**src/rtl/lbpc_pkg.sv**
```systemverilog
// Shared types and constants for the LRU buffer pool controller.
package lbpc_pkg;
    localparam int SLOTS       = 16;
    localparam int SLOT_W      = 4;
    localparam int OFF_W       = 12;
    localparam int TAG_W       = 20;
    localparam int FILE_W      = 8;
    localparam int ADDR_W      = 32;

    typedef logic [2:0] t_opcode;
    localparam t_opcode OP_READ  = 3'd0;
    localparam t_opcode OP_WRITE = 3'd1;
    localparam t_opcode OP_PIN   = 3'd2;
    localparam t_opcode OP_UNPIN = 3'd3;
    localparam t_opcode OP_INVAL = 3'd4;

    typedef logic [1:0] t_status;
    localparam t_status ST_HIT    = 2'd0;
    localparam t_status ST_MISS   = 2'd1;
    localparam t_status ST_PINNED = 2'd2;
    localparam t_status ST_MAINT  = 2'd3;

    typedef enum logic [2:0] {
        S_IDLE, S_LOOKUP, S_SCAN, S_MOVE, S_INVAL, S_DONE
    } t_state;

    typedef logic [SLOT_W-1:0] t_slot;
endpackage

```
**src/rtl/lru_buffer_pool_controller.sv**
```systemverilog
// Top level of the LRU buffer pool controller with pin bits and write-back.
// One request at a time. A read or write walks the 16 slots one per cycle
// through a single tag comparator; a miss then scans from the LRU end, one
// slot per cycle, moving pinned slots to the MRU end and reporting the
// all-pinned error once all 16 slots have been passed pinned. A hit, miss or
// all-pinned result is built in a staging register and moves to the output
// register in the final state; other results are written there directly.
// While an earlier result is still waiting there, the request holds in that
// final state.
module lru_buffer_pool_controller (
    input  logic                          i_clk,
    input  logic                          i_rst_n,
    input  logic                          i_valid,
    output logic                          o_ready,
    input  logic [2:0]                    i_opcode,
    input  logic [7:0]                    i_file_id,
    input  logic [31:0]                   i_byte_address,
    input  logic [3:0]                    i_slot_select,
    output logic                          o_valid,
    input  logic                          i_ready,
    output logic [1:0]                    o_status,
    output logic [3:0]                    o_slot,
    output logic [11:0]                   o_block_offset,
    output logic [19:0]                   o_fetch_tag,
    output logic                          o_writeback_needed,
    output logic [7:0]                    o_writeback_file,
    output logic [19:0]                   o_writeback_tag
);
    import lbpc_pkg::*;

    t_state r_state, n_state;
    t_opcode r_op;
    logic [FILE_W-1:0] r_file;
    logic [TAG_W-1:0] r_tag;
    logic [OFF_W-1:0] r_off;
    t_slot r_sel;
    logic [SLOT_W:0] r_cnt, n_cnt;

    logic [SLOTS-1:0] r_vld, r_dirty, r_pin;
    logic [FILE_W-1:0] r_sfile [SLOTS];
    logic [TAG_W-1:0]  r_stag [SLOTS];

    logic r_ovalid;
    t_status r_ostatus;
    t_slot r_oslot;
    logic [OFF_W-1:0] r_ooff;
    logic [TAG_W-1:0] r_ofetch, r_owbtag;
    logic r_owb;
    logic [FILE_W-1:0] r_owbfile;

    t_status r_rstatus;
    t_slot r_rslot;
    logic [OFF_W-1:0] r_roff;
    logic [TAG_W-1:0] r_rfetch, r_rwbtag;
    logic r_rwb;
    logic [FILE_W-1:0] r_rwbfile;

    logic w_move;
    t_slot w_mslot, w_lru, w_idx;
    logic w_match;

    lbpc_order u_order (
        .i_clk   (i_clk),
        .i_rst_n (i_rst_n),
        .i_move  (w_move),
        .i_slot  (w_mslot),
        .o_lru   (w_lru)
    );

    assign w_idx = r_cnt[SLOT_W-1:0];
    assign w_match = r_vld[w_idx] && r_sfile[w_idx] == r_file && r_stag[w_idx] == r_tag;

    logic w_accept, w_free;
    assign w_free = !r_ovalid || i_ready;
    assign o_ready = (r_state == S_IDLE);
    assign w_accept = i_valid && o_ready;

    always_ff @(posedge i_clk) begin
        if (!i_rst_n) begin
            r_state <= S_IDLE;
        end else begin
            r_state <= n_state;
        end
        r_cnt <= n_cnt;
    end

    // result actions computed in the combinational block
    logic w_hit, w_fill, w_err, w_maint;

    always_comb begin
        n_state = r_state;
        n_cnt = r_cnt;
        w_move = 1'b0;
        w_mslot = w_lru;
        w_hit = 1'b0;
        w_fill = 1'b0;
        w_err = 1'b0;
        w_maint = 1'b0;
        case (r_state)
            S_IDLE: begin
                n_cnt = '0;
                if (i_valid) begin
                    if (i_opcode == OP_READ || i_opcode == OP_WRITE) begin
                        n_state = S_LOOKUP;
                    end else if (i_opcode == OP_INVAL) begin
                        n_state = S_INVAL;
                    end else begin
                        n_state = S_DONE;
                    end
                end
            end
            S_LOOKUP: begin
                if (w_match) begin
                    w_move = 1'b1;
                    w_mslot = w_idx;
                    n_state = S_MOVE;
                end else if (r_cnt == (SLOT_W+1)'(SLOTS - 1)) begin
                    n_cnt = '0;
                    n_state = S_SCAN;
                end else begin
                    n_cnt = r_cnt + 1'b1;
                end
            end
            S_MOVE: begin
                w_hit = 1'b1;
                n_state = S_DONE;
            end
            S_SCAN: begin
                if (r_cnt == (SLOT_W+1)'(SLOTS)) begin
                    w_err = 1'b1;
                    n_state = S_DONE;
                end else if (r_pin[w_lru]) begin
                    w_move = 1'b1;
                    n_cnt = r_cnt + 1'b1;
                end else begin
                    w_move = 1'b1;
                    w_fill = 1'b1;
                    n_state = S_DONE;
                end
            end
            S_INVAL: begin
                if (r_cnt == (SLOT_W+1)'(SLOTS - 1)) begin
                    n_state = S_DONE;
                end
                n_cnt = r_cnt + 1'b1;
            end
            S_DONE: begin
                w_maint = 1'b1;
                if (w_free) begin
                    n_state = S_IDLE;
                end
            end
            default: n_state = S_IDLE;
        endcase
    end

    // S_DONE with the staging register loaded by hit/fill/err: only publish
    logic r_loaded;

    always_ff @(posedge i_clk) begin
        if (w_accept) begin
            r_op   <= i_opcode;
            r_file <= i_file_id;
            r_tag  <= i_byte_address[ADDR_W-1:OFF_W];
            r_off  <= i_byte_address[OFF_W-1:0];
            r_sel  <= i_slot_select;
        end
    end

    always_ff @(posedge i_clk) begin
        if (!i_rst_n) begin
            r_vld   <= '0;
            r_dirty <= '0;
            r_pin   <= '0;
            for (int i = 0; i < SLOTS; i++) begin
                r_sfile[i] <= '0;
                r_stag[i]  <= '0;
            end
        end else begin
            if (w_hit && r_op == OP_WRITE) begin
                r_dirty[r_rslot] <= 1'b1;
            end
            if (w_fill) begin
                r_vld[w_lru]   <= 1'b1;
                r_dirty[w_lru] <= (r_op == OP_WRITE);
                r_sfile[w_lru] <= r_file;
                r_stag[w_lru]  <= r_tag;
            end
            if (r_state == S_INVAL && r_vld[w_idx] && r_sfile[w_idx] == r_file) begin
                r_vld[w_idx]   <= 1'b0;
                r_dirty[w_idx] <= 1'b0;
                r_pin[w_idx]   <= 1'b0;
                r_sfile[w_idx] <= '0;
                r_stag[w_idx]  <= '0;
            end
            if (r_state == S_DONE && !r_loaded && w_free &&
                (r_op == OP_PIN || r_op == OP_UNPIN)) begin
                r_pin[r_sel] <= (r_op == OP_PIN);
            end
        end
    end

    always_ff @(posedge i_clk) begin
        if (!i_rst_n) begin
            r_ovalid <= 1'b0;
            r_loaded <= 1'b0;
        end else begin
            if (r_state == S_LOOKUP && w_match) begin
                r_rslot <= w_idx;
            end
            if (w_hit) begin
                r_loaded  <= 1'b1;
                r_rstatus <= ST_HIT;
                r_roff    <= r_off;
                r_rfetch  <= '0;
                r_rwb     <= 1'b0;
                r_rwbfile <= '0;
                r_rwbtag  <= '0;
            end
            if (w_fill) begin
                r_loaded  <= 1'b1;
                r_rstatus <= ST_MISS;
                r_rslot   <= w_lru;
                r_roff    <= r_off;
                r_rfetch  <= r_tag;
                r_rwb     <= r_vld[w_lru] && r_dirty[w_lru];
                r_rwbfile <= (r_vld[w_lru] && r_dirty[w_lru]) ? r_sfile[w_lru] : '0;
                r_rwbtag  <= (r_vld[w_lru] && r_dirty[w_lru]) ? r_stag[w_lru] : '0;
            end
            if (w_err) begin
                r_loaded  <= 1'b1;
                r_rstatus <= ST_PINNED;
                r_rslot   <= '0;
                r_roff    <= '0;
                r_rfetch  <= '0;
                r_rwb     <= 1'b0;
                r_rwbfile <= '0;
                r_rwbtag  <= '0;
            end
            if (w_maint && w_free) begin
                r_ovalid <= 1'b1;
                r_loaded <= 1'b0;
                if (r_loaded) begin
                    r_ostatus <= r_rstatus;
                    r_oslot   <= r_rslot;
                    r_ooff    <= r_roff;
                    r_ofetch  <= r_rfetch;
                    r_owb     <= r_rwb;
                    r_owbfile <= r_rwbfile;
                    r_owbtag  <= r_rwbtag;
                end else begin
                    r_ostatus <= ST_MAINT;
                    r_oslot   <= (r_op == OP_PIN || r_op == OP_UNPIN) ? r_sel : '0;
                    r_ooff    <= '0;
                    r_ofetch  <= '0;
                    r_owb     <= 1'b0;
                    r_owbfile <= '0;
                    r_owbtag  <= '0;
                end
            end else if (r_ovalid && i_ready) begin
                r_ovalid <= 1'b0;
            end
        end
    end

    assign o_valid            = r_ovalid;
    assign o_status           = r_ostatus;
    assign o_slot             = r_oslot;
    assign o_block_offset     = r_ooff;
    assign o_fetch_tag        = r_ofetch;
    assign o_writeback_needed = r_owb;
    assign o_writeback_file   = r_owbfile;
    assign o_writeback_tag    = r_owbtag;

    property p_one_busy;
        @(posedge i_clk) disable iff (!i_rst_n)
            w_accept |=> !o_ready;
    endproperty
    a_one_busy: assert property (p_one_busy) else $error("accepted while busy");

    property p_fill_unpinned;
        @(posedge i_clk) disable iff (!i_rst_n)
            w_fill |-> !r_pin[w_lru];
    endproperty
    a_fill_unpinned: assert property (p_fill_unpinned) else $error("pinned victim");

    property p_wb_dirty;
        @(posedge i_clk) disable iff (!i_rst_n)
            o_valid && o_writeback_needed |-> o_status == ST_MISS;
    endproperty
    a_wb_dirty: assert property (p_wb_dirty) else $error("writeback without miss");
endmodule

```
**src/rtl/lbpc_order.sv**
```systemverilog
// Recency list: one-step shift of a chosen slot to the MRU end.
module lbpc_order (
    input  logic                i_clk,
    input  logic                i_rst_n,
    input  logic                i_move,
    input  lbpc_pkg::t_slot     i_slot,
    output lbpc_pkg::t_slot     o_lru
);
    import lbpc_pkg::*;

    t_slot r_order [SLOTS];
    logic [SLOTS-1:0] w_after;

    // w_after[p]: target slot sits at or before p
    always_comb begin
        w_after[0] = (r_order[0] == i_slot);
        for (int p = 1; p < SLOTS; p++) begin
            w_after[p] = w_after[p-1] | (r_order[p] == i_slot);
        end
    end

    always_ff @(posedge i_clk) begin
        if (!i_rst_n) begin
            for (int p = 0; p < SLOTS; p++) begin
                r_order[p] <= t_slot'(p);
            end
        end else if (i_move && w_after[SLOTS-1]) begin
            for (int p = 0; p < SLOTS - 1; p++) begin
                if (w_after[p]) begin
                    r_order[p] <= r_order[p+1];
                end
            end
            r_order[SLOTS-1] <= i_slot;
        end
    end

    assign o_lru = r_order[0];

    property p_mru_after_move;
        @(posedge i_clk) disable iff (!i_rst_n)
            i_move |=> r_order[SLOTS-1] == $past(i_slot);
    endproperty
    a_mru_after_move: assert property (p_mru_after_move) else $error("mru not updated");

    property p_hold;
        @(posedge i_clk) disable iff (!i_rst_n)
            !i_move |=> $stable(r_order[0]);
    endproperty
    a_hold: assert property (p_hold) else $error("order changed without move");

    property p_lru_differs;
        @(posedge i_clk) disable iff (!i_rst_n)
            r_order[0] != r_order[SLOTS-1];
    endproperty
    a_lru_differs: assert property (p_lru_differs) else $error("order not a permutation");
endmodule

```
**config.mk**
```make
export PLATFORM = sky130hd
export DESIGN_NAME = lru_buffer_pool_controller
export DESIGN_NICKNAME = d
export VERILOG_FILES = /design/src/rtl/lbpc_pkg.sv /design/src/rtl/lru_buffer_pool_controller.sv /design/src/rtl/lbpc_order.sv
export SDC_FILE = /design/constraint.sdc
export NUM_CORES = 1
export LEC_CHECK = 0
export BUFFER_PORTS_ARGS = -buffer_cell sky130_fd_sc_hd__buf_2
export CORE_ASPECT_RATIO = 0.5
export CORE_MARGIN = 5
export CORE_UTILIZATION = 50
export DETAILED_ROUTE_END_ITERATION = 10
export PLACE_DENSITY = 0.68
export RECOVER_POWER = 25
export SLEW_MARGIN = 30
export SYNTH_ARGS = -nofsm -noshare
export SYNTH_HDL_FRONTEND = slang
export SYNTH_SLANG_ARGS = --single-unit
export TNS_END_PERCENT = 100
```
**constraint.sdc**
```tcl
create_clock -name i_clk -period 5.9 [get_ports i_clk]
set_input_delay 0.59 -clock i_clk [delete_from_list [all_inputs] [get_ports i_clk]]
set_output_delay 0.59 -clock i_clk [all_outputs]
set_load 0.1 [all_outputs]
```
==> qor.yml <==
synth.avg_cell_area_um2: 13.29
grt_pass1_vias: 24916
dpl.hpwl_um: 75720
hold_class: "input port to flop"
met2_wirelength_um: 50890
drc_errors: 0
synthAdderAreaFrac_pct: 0.2013
synth_top_cell_area_share_pct: 56.20
synth_compound_area_share_pct: 5.881
p_leak_uw: 0.01416
cts_setup_buffers: 0
finalCritPeriodShare_pct: 96.94
fin_hold_ws_ns: 0.1235
ys_seq_area_share_pct: 59.26
cp_num_cells: 13
setup_viol: 0
fin_setup_tns_ns: 0
layout_commonest_cell: "edfxtp_1"
ys_types: 77
die_area_um2: 80480
antenna_left: 0
status: "finished, violations left"
grt_start_max_net_pins: 94
rsz0062_at_grt: "no"
critPathLaunchType: "flop"
r2r_slack_ns: 0.18
tightest_slew_ns: 3.083
irDropWorstVdd_v: 0.0002133
worstPathArrival_ns: 6.09
syn_nets: 2864
cts_resized: 0
totalWireLength_um: 114900
start_util_pct: 50.75
final_layout_size_suffix_gt1_share_pct: 17.94
firstDrtPassIters: 6
dpl.cell_count: 3799
clk_pin_slew_ns: 0.07
fmax_mhz: 174.8
path_max_fanout: 41
hold_buffers: 0
critPathBufInv: 2
cp_slowest_cell: "dfxtp_4"
maxCapViolations: 4
path_delay_family: "compound AO/OA/AOI/OAI gates"
portBuffers: 119
required_ns: 6.27
antenna_found_initial: 3
fin_worst_skew_ns: 0.03157
r2r_end: "r_stag[7][8]$_SDFFCE_PN0P_"
clockBufferDepth: 3
synth_edf_count: 698
area_growth_pct: 11.10
power.density_nw_per_um2: 359.4
root_buffer: "clkbuf_16"
top_layer: "met5"
async_reset_ff_share_pct: 0
grt.total_usage_pct: 28.28
endpoint: "r_stag[7][8]$_SDFFCE_PN0P_"
final_cell_mix: "edfxtp_1 (698), nor2_1 (558), mux4_2 (210)"
period_minus_slack_ns: 5.720
core_area_um2: 73480
ys_seq_elements: 755
cts.sinks: 755
critPathKind: "flop to flop"
syn_area_um2: 37300
gp_congestion: 0.9313
critPathMaxStageDelay_ns: 0.92
slew_viol_final: 177
relSlewSlack_pct: -105.5
wl_met3_um: 16520
muxShareOfSynthArea_pct: 16.47
vias: 25899
end_kind: "flop"
cts_buffers: 71
reg2regPathDepth: 13
ioPinCount: 120
fin_nets: 2957
hold_viol: 0
htree_num_levels: 3
wl_met1_um: 43610
grt.overflow.total: 0
synth_warnings: 0
drtIter0Drc: 4257
syn_inst: 2807
violations: "max-capacitance violations, max-slew violations"
grt_pass1_wl_um: 168400
synth_area_leaders: "edfxtp_1 (56%), mux4_2 (13%), nor2_1 (5.6%)"
final_util_pct: 56.39
report.power.total_uw: 14890
die_y_um: 203.1
yosys.area.top_type: "edfxtp_1"
synth-main-ff-cell: "edfxtp_1"
synth-xor-area-share_pct: 2.466
clock_latency_ns: 0.64
yosys.area_share.simple_pct: 12.75
die_w_um: 396.2
synth_top_family_by_area: "multiplexers"
finalNonFillerCells: 3929
core.rowCount: 70
cts_tree: "yes"
cpMostUsedCell: "nand2_2"
wire_per_inst_um: 29.23
vias_per_cell: 6.592
crit_chain: "and2_1 -> a22oi_1 -> a21o_1 -> a221oi_1 -> o2111a_1 -> nand3_2 -> nor2_2 -> nand2_2 -> buf_4 -> a31oi_1 -> or3_1 -> nand2_2 -> buf_12"
stage by stage:
step	cell area [um2]	setup slack, ns
after floorplan	37300	0.3482
after global placement	39270	0.4872
after detailed placement	39270	0.3766
after CTS	41550	0.3348
after global routing	41430	0.05434
final	41440	0.1803
how the worst min path moves through the flow:
stage	slack [ns]	startpoint	endpoint	cells past startpoint
5_1_grt	0.1	i_byte_address[23]	r_tag[11]$_DFFE_PP_	1
3_5_place_dp	0.47	r_vld[2]$_SDFF_PN0_	r_vld[2]$_SDFF_PN0_	2
4_1_cts	0.09	i_byte_address[4]	r_off[4]$_DFFE_PP_	1
6_report	0.12	i_byte_address[23]	r_tag[11]$_DFFE_PP_	1
2_1_floorplan	0.45	r_pin[14]$_SDFF_PN0_	r_pin[14]$_SDFF_PN0_	2
3_3_place_gp	0.46	r_pin[14]$_SDFF_PN0_	r_pin[14]$_SDFF_PN0_	2
state kept, by name, summed over array words and instances (netlist names), 16 cells and up, named ones only:
register,count
r_vld,16
r_sfile,128
u_order.r_order,64
r_rfetch,20
r_tag,20
o_writeback_tag,20
r_rwbtag,20
r_stag,320
r_pin,16
o_fetch_tag,20
r_dirty,16
report_power, final:
| part | switching, uW | total, uW | internal, uW |
|---|---|---|---|
| Clock | 2070 | 4630 | 2570 |
| Sequential | 413 | 6670 | 6260 |
| Combinational | 2300 | 3590 | 1280 |
| Total | 4780 | 14900 | 10100 |
cell usage after synthesis (all sizes together) (7+ instances only):
master	count
mux2i	131
edfxtp	698
o22ai	15
nand2	121
o221ai	9
xor2	44
buf	79
inv	29
o21a	11
a221oi	21
or2	7
a311oi	8
a211oi	32
a22oi	30
mux2	9
dfxtp	57
xnor2	61
nor2b	15
nor2	563
nand3	31
clkbuf	142
or3	43
and3	49
and2	123
o21ai	63
nor3	19
o211ai	12
nand2b	26
a31oi	12
nor4	7
a21oi	42
mux4	210
a22o	15
layer usage:
| layer | vias up | track usage (%) |
|---|---|---|
| met5 | - | 0 |
| met4 | 4 | 8.523 |
| met1 | 13010 | 39.60 |
| met2 | 1888 | 42.66 |
| li1 | 10726 | - |
| met3 | 271 | 9.027 |
logic make-up after synthesis:
group,after synthesis
simple gates,1027
xor+xnor,105
mux,350
flops,755
buf+inv,251
compound gates,313
fa+ha+maj,6
final cells by class:
| cell class | instances | area (um2) |
|---|---|---|
| flip-flops and latches | 755 | 22110 |
| diodes | 2 | 5.005 |
| clock buffers | 84 | 1889 |
| inverters | 30 | 112.6 |
| clock inverters | 44 | 390.4 |
| fillers | 5845 | 32050 |
| repair buffers | 241 | 1536 |
| multi-input cells | 1801 | 14170 |
| well taps | 972 | 1216 |
(Power assumes the default switching activity.)
